File: config.mk
export PLATFORM = sky130hd
export DESIGN_NAME = unsigned_to_ascii_radix_flat
export DESIGN_NICKNAME = d
export VERILOG_FILES = /design/src/hw/rtl/uta_pkg.sv /design/src/hw/rtl/uta_if.sv /design/src/hw/rtl/unsigned_to_ascii_radix.sv /design/src/flat_wrapper.sv
export SDC_FILE = /design/constraint.sdc
export NUM_CORES = 1
export LEC_CHECK = 0
export BUFFER_PORTS_ARGS = -buffer_cell sky130_fd_sc_hd__buf_2
export CORE_UTILIZATION = 45
export DETAILED_ROUTE_END_ITERATION = 10
export PLACE_DENSITY_LB_ADDON = 0.1
export SLEW_MARGIN = 10
export SYNTH_ARGS = -nofsm -noshare
export SYNTH_HDL_FRONTEND = slang
export SYNTH_SLANG_ARGS = --single-unit
File: constraint.sdc
create_clock -name i_clk -period 12.22 [get_ports i_clk]
set_clock_uncertainty 0.05 [all_clocks]
set_input_delay 1.222 -clock i_clk [delete_from_list [all_inputs] [get_ports i_clk]]
set_output_delay 1.222 -clock i_clk [all_outputs]
set_load 0.01 [all_outputs]
File: src/hw/rtl/uta_pkg.sv
// Package for the unsigned-to-ASCII radix converter.
// Holds the format codes, digit and character types and the digit-to-ASCII mapping.
// No dependencies.
package uta_pkg;

    // Output format selected by the command field of an input transaction.
    typedef enum logic [1:0] {
        FMT_DEC    = 2'd0,
        FMT_OCT    = 2'd1,
        FMT_HEX_LO = 2'd2,
        FMT_HEX_UP = 2'd3
    } t_fmt;

    localparam int CMD_W  = 2;
    localparam int CHAR_W = 7;

    typedef logic [3:0]        t_digit;
    typedef logic [CHAR_W-1:0] t_char;

    localparam t_digit DIGIT_TEN    = 4'd10;
    localparam t_char  ASCII_ZERO   = 7'd48;
    localparam t_char  ASCII_LO_OFS = 7'd87;
    localparam t_char  ASCII_UP_OFS = 7'd55;

    // Map one digit value to its ASCII code in the given format.
    function automatic t_char f_to_ascii(input t_digit d, input t_fmt fmt);
        t_char ext;
        ext = {3'b000, d};
        if (d < DIGIT_TEN) begin
            return ext + ASCII_ZERO;
        end else if (fmt == FMT_HEX_UP) begin
            return ext + ASCII_UP_OFS;
        end else begin
            return ext + ASCII_LO_OFS;
        end
    endfunction

endpackage

File: src/hw/rtl/uta_if.sv
// Handshake interfaces for the unsigned-to-ASCII radix converter.
// uta_in_if carries a format code and a value; uta_out_if carries one character.
// Depends on uta_pkg.
interface uta_in_if #(
    parameter int VALUE_WIDTH = 32
);
    logic                     valid;
    logic                     ready;
    logic [uta_pkg::CMD_W-1:0] cmd;
    logic [VALUE_WIDTH-1:0]   value;

    modport source (output valid, output cmd, output value, input ready);
    modport sink   (input valid, input cmd, input value, output ready);
endinterface

interface uta_out_if;
    logic                 valid;
    logic                 ready;
    uta_pkg::t_char       digit_char;
    logic                 last;

    modport source (output valid, output digit_char, output last, input ready);
    modport sink   (input valid, input digit_char, input last, output ready);
endinterface

File: src/hw/rtl/unsigned_to_ascii_radix.sv
// Unsigned-to-ASCII radix converter: decimal, octal, lowercase and uppercase hex.
// Pipeline: input register, one double-dabble stage per 8 value bits, a digit-select
// stage and the character serializer.
// Output: one character per cycle while the output is ready; a number gives one
// character per digit (1 to 11 at 32 bits), all sent by the serializer that drives the
// single output channel.
// Reset (synchronous, active low) clears all valid bits; no other state is kept.
module unsigned_to_ascii_radix #(
    parameter int VALUE_WIDTH = 32
) (
    input  logic             i_clk,
    input  logic             i_rst_n,
    uta_in_if.sink           i_in,
    uta_out_if.source        o_out
);
    import uta_pkg::*;

    localparam int NSTG       = (VALUE_WIDTH + 7) / 8;
    localparam int PADW       = NSTG * 8;
    localparam int DEC_DIGITS = (VALUE_WIDTH * 1233) / 4096 + 1;
    localparam int OCT_DIGITS = (VALUE_WIDTH + 2) / 3;
    localparam int NDIG       = (DEC_DIGITS > OCT_DIGITS) ? DEC_DIGITS : OCT_DIGITS;
    localparam int BCD_W      = 4 * DEC_DIGITS;
    localparam int EXT_W      = 4 * NDIG;
    localparam int IDX_W      = $clog2(NDIG);

    // Eight steps of shift-and-add-3 binary to BCD conversion.
    function automatic logic [BCD_W-1:0] f_dabble(input logic [BCD_W-1:0] bcd,
                                                   input logic [7:0] bits);
        logic [BCD_W-1:0] acc;
        acc = bcd;
        for (int b = 7; b >= 0; b--) begin
            for (int d = 0; d < DEC_DIGITS; d++) begin
                if (acc[4*d +: 4] >= 4'd5) begin
                    acc[4*d +: 4] = acc[4*d +: 4] + 4'd3;
                end
            end
            acc = {acc[BCD_W-2:0], bits[b]};
        end
        return acc;
    endfunction

    // Front pipeline: stage 0 is the input register, stages 1..NSTG convert to BCD.
    logic             r_v   [0:NSTG];
    t_fmt             r_cmd [0:NSTG];
    logic [PADW-1:0]  r_val [0:NSTG];
    logic [BCD_W-1:0] r_bcd [1:NSTG];
    logic             w_rdy [0:NSTG];

    // Digit-select stage.
    logic             r_f_valid;
    t_fmt             r_f_cmd;
    t_digit           r_f_dig [NDIG];
    logic [IDX_W-1:0] r_f_top;
    t_digit           n_f_dig [NDIG];
    logic [IDX_W-1:0] n_f_top;
    logic             w_f_rdy;

    // Serializer, which is also the output register.
    logic             r_s_valid;
    t_fmt             r_s_cmd;
    t_digit           r_s_dig [NDIG];
    logic [IDX_W-1:0] r_s_idx;
    logic             w_s_load;

    // Backpressure chain: a stage may load when it is empty or its content moves on.
    assign w_s_load = !r_s_valid || (o_out.ready && (r_s_idx == '0));
    assign w_f_rdy  = !r_f_valid || w_s_load;

    always_comb begin
        w_rdy[NSTG] = !r_v[NSTG] || w_f_rdy;
        for (int k = NSTG - 1; k >= 0; k--) begin
            w_rdy[k] = !r_v[k] || w_rdy[k+1];
        end
    end

    assign i_in.ready = w_rdy[0];

    // Input register.
    always_ff @(posedge i_clk) begin
        if (!i_rst_n) begin
            r_v[0] <= 1'b0;
        end else if (w_rdy[0]) begin
            r_v[0] <= i_in.valid;
        end
        if (w_rdy[0]) begin
            r_cmd[0] <= t_fmt'(i_in.cmd);
            r_val[0] <= PADW'(i_in.value[VALUE_WIDTH-1:0]);
        end
    end

    // Double-dabble stages, each consuming the next eight value bits from the top.
    for (genvar j = 1; j <= NSTG; j++) begin : g_dabble
        logic [BCD_W-1:0] w_prev;
        if (j == 1) begin : g_first
            assign w_prev = '0;
        end else begin : g_rest
            assign w_prev = r_bcd[j-1];
        end

        always_ff @(posedge i_clk) begin
            if (!i_rst_n) begin
                r_v[j] <= 1'b0;
            end else if (w_rdy[j]) begin
                r_v[j] <= r_v[j-1];
            end
            if (w_rdy[j]) begin
                r_cmd[j] <= r_cmd[j-1];
                r_val[j] <= r_val[j-1];
                r_bcd[j] <= f_dabble(w_prev, r_val[j-1][PADW-1-8*(j-1) -: 8]);
            end
        end
    end

    // Pick the digit vector for the format and locate the top nonzero digit.
    always_comb begin
        logic [EXT_W-1:0] ext;
        logic [EXT_W-1:0] bcd_ext;
        ext     = EXT_W'(r_val[NSTG][VALUE_WIDTH-1:0]);
        bcd_ext = EXT_W'(r_bcd[NSTG]);
        n_f_top = '0;
        for (int i = 0; i < NDIG; i++) begin
            unique case (r_cmd[NSTG])
                FMT_DEC:    n_f_dig[i] = bcd_ext[4*i +: 4];
                FMT_OCT:    n_f_dig[i] = {1'b0, ext[3*i +: 3]};
                FMT_HEX_LO,
                FMT_HEX_UP: n_f_dig[i] = ext[4*i +: 4];
                default:    n_f_dig[i] = '0;
            endcase
            if (n_f_dig[i] != '0) begin
                n_f_top = IDX_W'(i);
            end
        end
    end

    always_ff @(posedge i_clk) begin
        if (!i_rst_n) begin
            r_f_valid <= 1'b0;
        end else if (w_f_rdy) begin
            r_f_valid <= r_v[NSTG];
        end
        if (w_f_rdy) begin
            r_f_cmd <= r_cmd[NSTG];
            r_f_dig <= n_f_dig;
            r_f_top <= n_f_top;
        end
    end

    // Serializer: emits from the top digit down and loads the next number after the last.
    always_ff @(posedge i_clk) begin
        if (!i_rst_n) begin
            r_s_valid <= 1'b0;
        end else if (w_s_load) begin
            r_s_valid <= r_f_valid;
        end
        if (w_s_load) begin
            r_s_cmd <= r_f_cmd;
            r_s_dig <= r_f_dig;
            r_s_idx <= r_f_top;
        end else if (o_out.ready) begin
            r_s_idx <= r_s_idx - IDX_W'(1);
        end
    end

    // Output transaction.
    assign o_out.valid      = r_s_valid;
    assign o_out.digit_char = f_to_ascii(r_s_dig[r_s_idx], r_s_cmd);
    assign o_out.last       = (r_s_idx == '0);

endmodule

File: src/flat_wrapper.sv
// flat-port wrapper written by rule: the top's interface ports become plain ports
module unsigned_to_ascii_radix_flat import uta_pkg::*;
#(
    parameter int VALUE_WIDTH = 32
)
  (i_clk, i_rst_n, i_in_valid, i_in_cmd, i_in_value, i_in_ready, o_out_valid, o_out_digit_char, o_out_last, o_out_ready);
  uta_in_if #(.VALUE_WIDTH(VALUE_WIDTH)) i_in_i ();
  uta_out_if o_out_i ();
  input  logic i_clk;
  input  logic i_rst_n;
  input wire logic [$bits(i_in_i.valid)-1:0] i_in_valid;
  input wire logic [$bits(i_in_i.cmd)-1:0] i_in_cmd;
  input wire logic [$bits(i_in_i.value)-1:0] i_in_value;
  output wire logic [$bits(i_in_i.ready)-1:0] i_in_ready;
  output wire logic [$bits(o_out_i.valid)-1:0] o_out_valid;
  output wire logic [$bits(o_out_i.digit_char)-1:0] o_out_digit_char;
  output wire logic [$bits(o_out_i.last)-1:0] o_out_last;
  input wire logic [$bits(o_out_i.ready)-1:0] o_out_ready;
  assign i_in_i.valid = i_in_valid;
  assign i_in_i.cmd = i_in_cmd;
  assign i_in_i.value = i_in_value;
  assign i_in_ready = i_in_i.ready;
  assign o_out_valid = o_out_i.valid;
  assign o_out_digit_char = o_out_i.digit_char;
  assign o_out_last = o_out_i.last;
  assign o_out_i.ready = o_out_ready;
  unsigned_to_ascii_radix #(.VALUE_WIDTH(VALUE_WIDTH)) u_core (.i_clk(i_clk), .i_rst_n(i_rst_n), .i_in(i_in_i), .o_out(o_out_i));
endmodule
==> metrics.yaml, run 1 <==
grt_start_max_net_pins: 74
final_nets: 3697
drt_first_pass_iters: 6
synth_top_area_cell: "edfxtp_1"
dp_hpwl_um: 54200
antenna_left: 0
fin_area_mm2: 0.0347
highest_layer: "met4"
muxShareOfSynthArea: 0.0851
synth_xor_area_frac: 0.0317
rsz0062_at_grt: "no"
crit_fanout: 5
cp_data_arrival_time_ps: 7610
cts-resized-gates: 0
dieWidth_um: 270
yosys.area_share.simple: 0.170
critical_path_class: "register to register"
cts.clk_slew.worst_paths_ps: 60
post-route-period-util: 0.603
wl_um: 71300
viasPerCell: 5.93
worst_path_largest_cell_delay_ps: 410
grt_pass1_vias: 25100
drc: 0
async_flop_share: 0
critical_path_depth: 34
critPathCaptureType: "register"
holdPathEnd: "u_core.r_s_dig[40]$_DFFE_PP_"
pin_count: 48
drt_iter0_drc: 1727
coreArea_mm2: 0.0704
hold_violations: 0
post_cts_buffers: 0
relSlewSlack: 0.201
cp-start-kind: "register"
cts_tree: "done"
synth_compound_area_frac: 0.269
ys_seq_elements: 371
setup_violations: 0
yosysSeqAreaShare: 0.345
syn_area_per_cell_um2: 9.19
reg2reg_setup_slack_ps: 4850
yosys.area.top_type_share: 0.343
gp_congestion: 0.854
track_usage: 0.191
fmax_mhz: 136
clk_latency_ps: 570
cts_max_level: 2
hp-class: "register to register"
min_path_cells: 0
synth_cell_types: 136
status: "finished clean"
die_h_um: 270
antenna_found_initial: 1
synthAdderAreaFrac: 0.0596
critPathRequiredTime_ps: 12460
drive_above_1_share: 0.119
synthToLayoutAreaGrowth_pct: 7.77
cts_num_sinks: 371
grt_overflow: 0
hold_start: "u_core.r_f_dig[40]$_DFFE_PP_"
grt_first_pass_wirelength_um: 119000
synth_warnings: 0
diodes: 0
critical-path-top-delay-family: "compound AO/OA/AOI/OAI gates"
maxCapViolCount: 0
synth_area_leaders: "edfxtp_1, ha_1, mux2i_1"
wl_met2_um: 34700
hold_buffers: 0
final_common_cell: "edfxtp_1"
worst-path-buf-inv: 6
r2r-end: "u_core.r_bcd[0][198]$_DFFE_PP_"
final_cell_mix: "edfxtp_1, nand2_1, nor2_1"
synth_top_family_by_area: "compound AO/OA/AOI/OAI gates"
root_buffer: "clkbuf_16"
clk_path_buf_depth: 3
dieArea_mm2: 0.0727
cts_buffers: 42
reg2reg_from: "u_core.r_bcd[0][148]$_DFFE_PP_"
start_util: 0.458
rr_worst_depth: 34
dr_wl_met3_um: 2490
worst_pin_slew_ps: 1190
fin_crit_ps: 7370
synth_fp_nets: 3695
wl_per_cell_um: 15.9
io_buffers: 47
syn_inst: 3506
postPlaceCellArea_mm2: 0.0333
synth_edf_count: 368
drv_slew: 0
m1WireLength_um: 33000
synth_area_mm2: 0.0322
num_rows: 97
synthFlopType: "edfxtp_1"
tns_ps: 0
cp_slowest_cell: "edfxtp_1"
path_common_cell: "ha_1"
num_vias: 26600
[Yosys cell counts (68+ instances only)]
cell type and count:
mux2i_1 140, nand2_1 299, clkbuf_1 69, edfxtp_1 368, nor3_1 85, ha_1 151, mux2_2 76, nand3_1 86
a21oi_1 226, xnor2_1 68, nor2_1 253, o21ai_0 238, inv_1 214
[kinds of logic after synthesis]
group | Yosys count
xor gates and xnor gates | 103
muxes | 244
adders and majority gates | 154
and+or+nand+nor | 1098
DFF | 371
AOI/OAI and AO/OA | 1204
buffers and inverters | 332
[final cells by class]
type / count / area, µm²
inverters: 231 / 867
flip-flops and latches: 371 / 11100
clock buffers: 47 / 1090
repair buffers: 59 / 325
fillers: 6496 / 35700
clock inverters: 31 / 320
well taps: 940 / 1180
multi-input cells: 2803 / 19800
[through the flow]
stage | instances | setup slack [ps] | hold slack (ps) | utilization
global placement | 4404 | 5170 | 351 | 0.473
finish | 4482 | 4850 | 362 | 0.493
floorplan | 3506 | 5640 | 350 | -
detailed placement | 4404 | 4880 | 355 | 0.473
global route | 4482 | 4100 | 365 | 0.493
CTS | 4482 | 4830 | 363 | 0.493
[worst reg2reg max path, delay by kind of cell (launching register included)]
family | cells | cell delay [ps]
muxes | 3 | 580
DFF | 1 | 410
xor gates and xnor gates | 4 | 940
and+or+nand+nor | 5 | 850
adders and majority gates | 8 | 1680
buffers and inverters | 6 | 480
AOI/OAI and AO/OA | 8 | 2110
[flip-flops by register name, indices dropped and copies added (netlist names)]
| register | count |
|---|---|
| u_core.r_f_cmd | 2 |
| u_core.r_cmd | 10 |
| u_core.r_s_dig | 42 |
| u_core.r_f_valid | 1 |
| u_core.r_s_cmd | 2 |
| u_core.r_v | 5 |
| u_core.r_val | 158 |
| u_core.r_bcd | 100 |
| u_core.r_f_dig | 42 |
| u_core.o_out.valid | 1 |
| u_core.r_s_idx | 4 |
| u_core.r_f_top | 4 |
[worst max path at each step]
stage | startpoint | endpoint | slack (ps)
finish | u_core.r_bcd[0][148]$_DFFE_PP_ | u_core.r_bcd[0][198]$_DFFE_PP_ | 4850
global route | u_core.r_bcd[0][148]$_DFFE_PP_ | u_core.r_bcd[0][198]$_DFFE_PP_ | 4100
CTS | u_core.r_bcd[0][148]$_DFFE_PP_ | u_core.r_bcd[0][198]$_DFFE_PP_ | 4830
detailed placement | u_core.r_bcd[0][148]$_DFFE_PP_ | u_core.r_bcd[0][198]$_DFFE_PP_ | 4880
global placement | u_core.r_val[0][80]$_DFFE_PP_ | u_core.r_bcd[0][126]$_DFFE_PP_ | 5170
floorplan | u_core.r_bcd[0][148]$_DFFE_PP_ | u_core.r_bcd[0][198]$_DFFE_PP_ | 5640
[routing by layer]
metal	vias to the layer above	GRT usage
met4	0	0.0399
met3	82	0.0217
met5	-	0
met1	12600	0.248
li1	13400	-
met2	426	0.338
Power of run 1 is not shown: default switching activity piles up to over one toggle a cycle in this logic, so the estimate is an artifact.
==> run 2: changes to the inputs <==
- clock period: 12.22 -> 6.8 ns (I/O delays scaled with it)
==> metrics.yaml, run 2 (same netlist as run 1, synthesis figures left out) <==
post-route-period-util: 0.973  # +0.369
antenna_left: 0  # unchanged
drive_above_1_share: 0.217  # +0.0979
cts_buffers: 43  # +2.4%
antenna_found_initial: 1  # unchanged
crit_fanout: 6  # +1
worst_pin_slew_ps: 1030  # -160 ps
fin_crit_ps: 6610  # -759 ps
fin_area_mm2: 0.0372  # +7.3%
maxCapViolCount: 0  # unchanged
hp-class: "input port to register"
synthToLayoutAreaGrowth_pct: 15.6
die_h_um: 270  # unchanged
rr_worst_depth: 34  # unchanged
fmax_mhz: 151  # +11%
drc: 0  # unchanged
drv_slew: 0  # unchanged
drt_iter0_drc: 1696  # -1.8%
largest_register_ffs: 158  # unchanged
wl_um: 74800  # +4.9%
rsz0062_at_grt: "yes"
dp.cells: 4487  # +1.9%
track_usage: 0.193  # +0.00263
diodes: 0  # unchanged
pin_count: 48  # unchanged
drt_first_pass_iters: 6  # unchanged
critical_path_class: "register to register"
viasPerCell: 5.91  # -0.30%
critPathCaptureType: "register"
root_buffer: "clkbuf_16"
hold_buffers: 0  # unchanged
cts_tree: "done"
final_common_cell: "edfxtp_1"
path_common_cell: "ha_2"
setup_violations: 0  # unchanged
grt_overflow: 0  # unchanged
wl_per_cell_um: 16.1  # +1.2%
num_vias: 27500  # +3.3%
grt_pass1_vias: 25600  # +1.6%
relSlewSlack: 0.309  # +0.108
cts_num_sinks: 371  # unchanged
status: "finished clean"
io_buffers: 47  # unchanged
layout.cells.non_filler: 4645  # +3.6%
num_rows: 97  # unchanged
dieArea_mm2: 0.0727  # unchanged
reg_top3: "u_core.r_val: 158 flops, u_core.r_bcd: 100 flops"
gp_congestion: 0.846  # -0.84%
postPlaceCellArea_mm2: 0.0339  # +1.9%
cp_slowest_cell: "edfxtp_1"
cts.clk_slew.worst_paths_ps: 60  # about the same
dp_hpwl_um: 55000  # +1.5%
grt_first_pass_wirelength_um: 121000  # +1.6%
coreArea_mm2: 0.0704  # unchanged
cts_max_level: 2  # unchanged
clk_latency_ps: 580  # about the same
critPathRequiredTime_ps: 7060  # -5400 ps
clk_path_buf_depth: 3  # unchanged
worst_path_largest_cell_delay_ps: 470  # +60 ps
final_cell_mix: "edfxtp_1, nand2_1, nor2_1"
grt_start_max_net_pins: 68  # -8.1%
dieWidth_um: 270  # unchanged
top_register: "u_core.r_val"
min_path_cells: 1  # +1
final_nets: 3863  # +4.5%
start_util: 0.458  # unchanged
cp-start-kind: "register"
cp_data_arrival_time_ps: 6880  # -730 ps
hold_violations: 0  # unchanged
run 2: changes by cell type in the layout (fill, tap and decap cells not counted), moves of 13 or more:
cell     delta
o21ai_0    -19
ha_2       +22
inv_1      -13
a21oi_1    -32
ha_1       -30
a21oi_2    +27
buf_4     +165
inv_2      +13
nor2_1     -14
run 2: worst paths after layout:
| kind | from | end | slack (ps) |
|---|---|---|---|
| worst max register to register | u_core.r_bcd[0][140]$_DFFE_PP_ | u_core.r_bcd[0][189]$_DFFE_PP_ | 190 |
| worst min-delay path | i_in_value[30] | u_core.r_val[0][30]$_DFFE_PP_ | 220 |
| worst max-delay path | u_core.r_bcd[0][140]$_DFFE_PP_ | u_core.r_bcd[0][189]$_DFFE_PP_ | 190 |
| worst min register to register | u_core.r_val[0][90]$_DFFE_PP_ | u_core.r_val[0][122]$_DFFE_PP_ | 360 |
run 2: layout make-up:
cell class / count / area [µm²]
Clock buffer: 49 / 1100
Clock inverter: 27 / 262
Fill cell: 6262 / 33200
Inverter: 231 / 867
Multi-Input combinational cell: 2803 / 21200
Sequential cell: 371 / 11100
Tap cell: 940 / 1180
Timing Repair Buffer: 224 / 1560
run 2: through the flow:
stage	worst slack [ps]	hold WS [ps]	setup TNS, ps	utilization
floorplan	220	350	0	-
global placement	132	351	0	0.482
detailed placement	-143	355	-1010	0.482
CTS	-24.5	186	-24.5	0.503
global route	-137	193	-1210	0.529
finish	185	224	0	0.529
run 2: per-layer routing:
| metal | GRT usage | vias up | routed length [µm] |
|---|---|---|---|
| met5 | 0 | - | 0 |
| met4 | 0.0423 | 0 | 1140 |
| met3 | 0.0191 | 79 | 2420 |
| met2 | 0.346 | 500 | 37000 |
| met1 | 0.250 | 13200 | 34200 |
| li1 | - | 13700 | - |
run 2: worst max-delay path: cells and delay by family, from the launching register on:
kind	cells	cell delay, ps
AO/OA/AOI/OAI	13	2460
adder cells (fa/ha/maj)	6	1210
buffers and inverters	6	470
flip-flops	1	470
multiplexers	2	550
AND/OR/NAND/NOR	7	1150
run 2: repair_timing:
item,in CTS,in global routing
gates cloned,0,0
setup buffers,6,76
pin swaps,4,76
gates resized for setup,14,293
endpoints found under the setup margin,23,75
Power of run 2 is left out for the same reason.
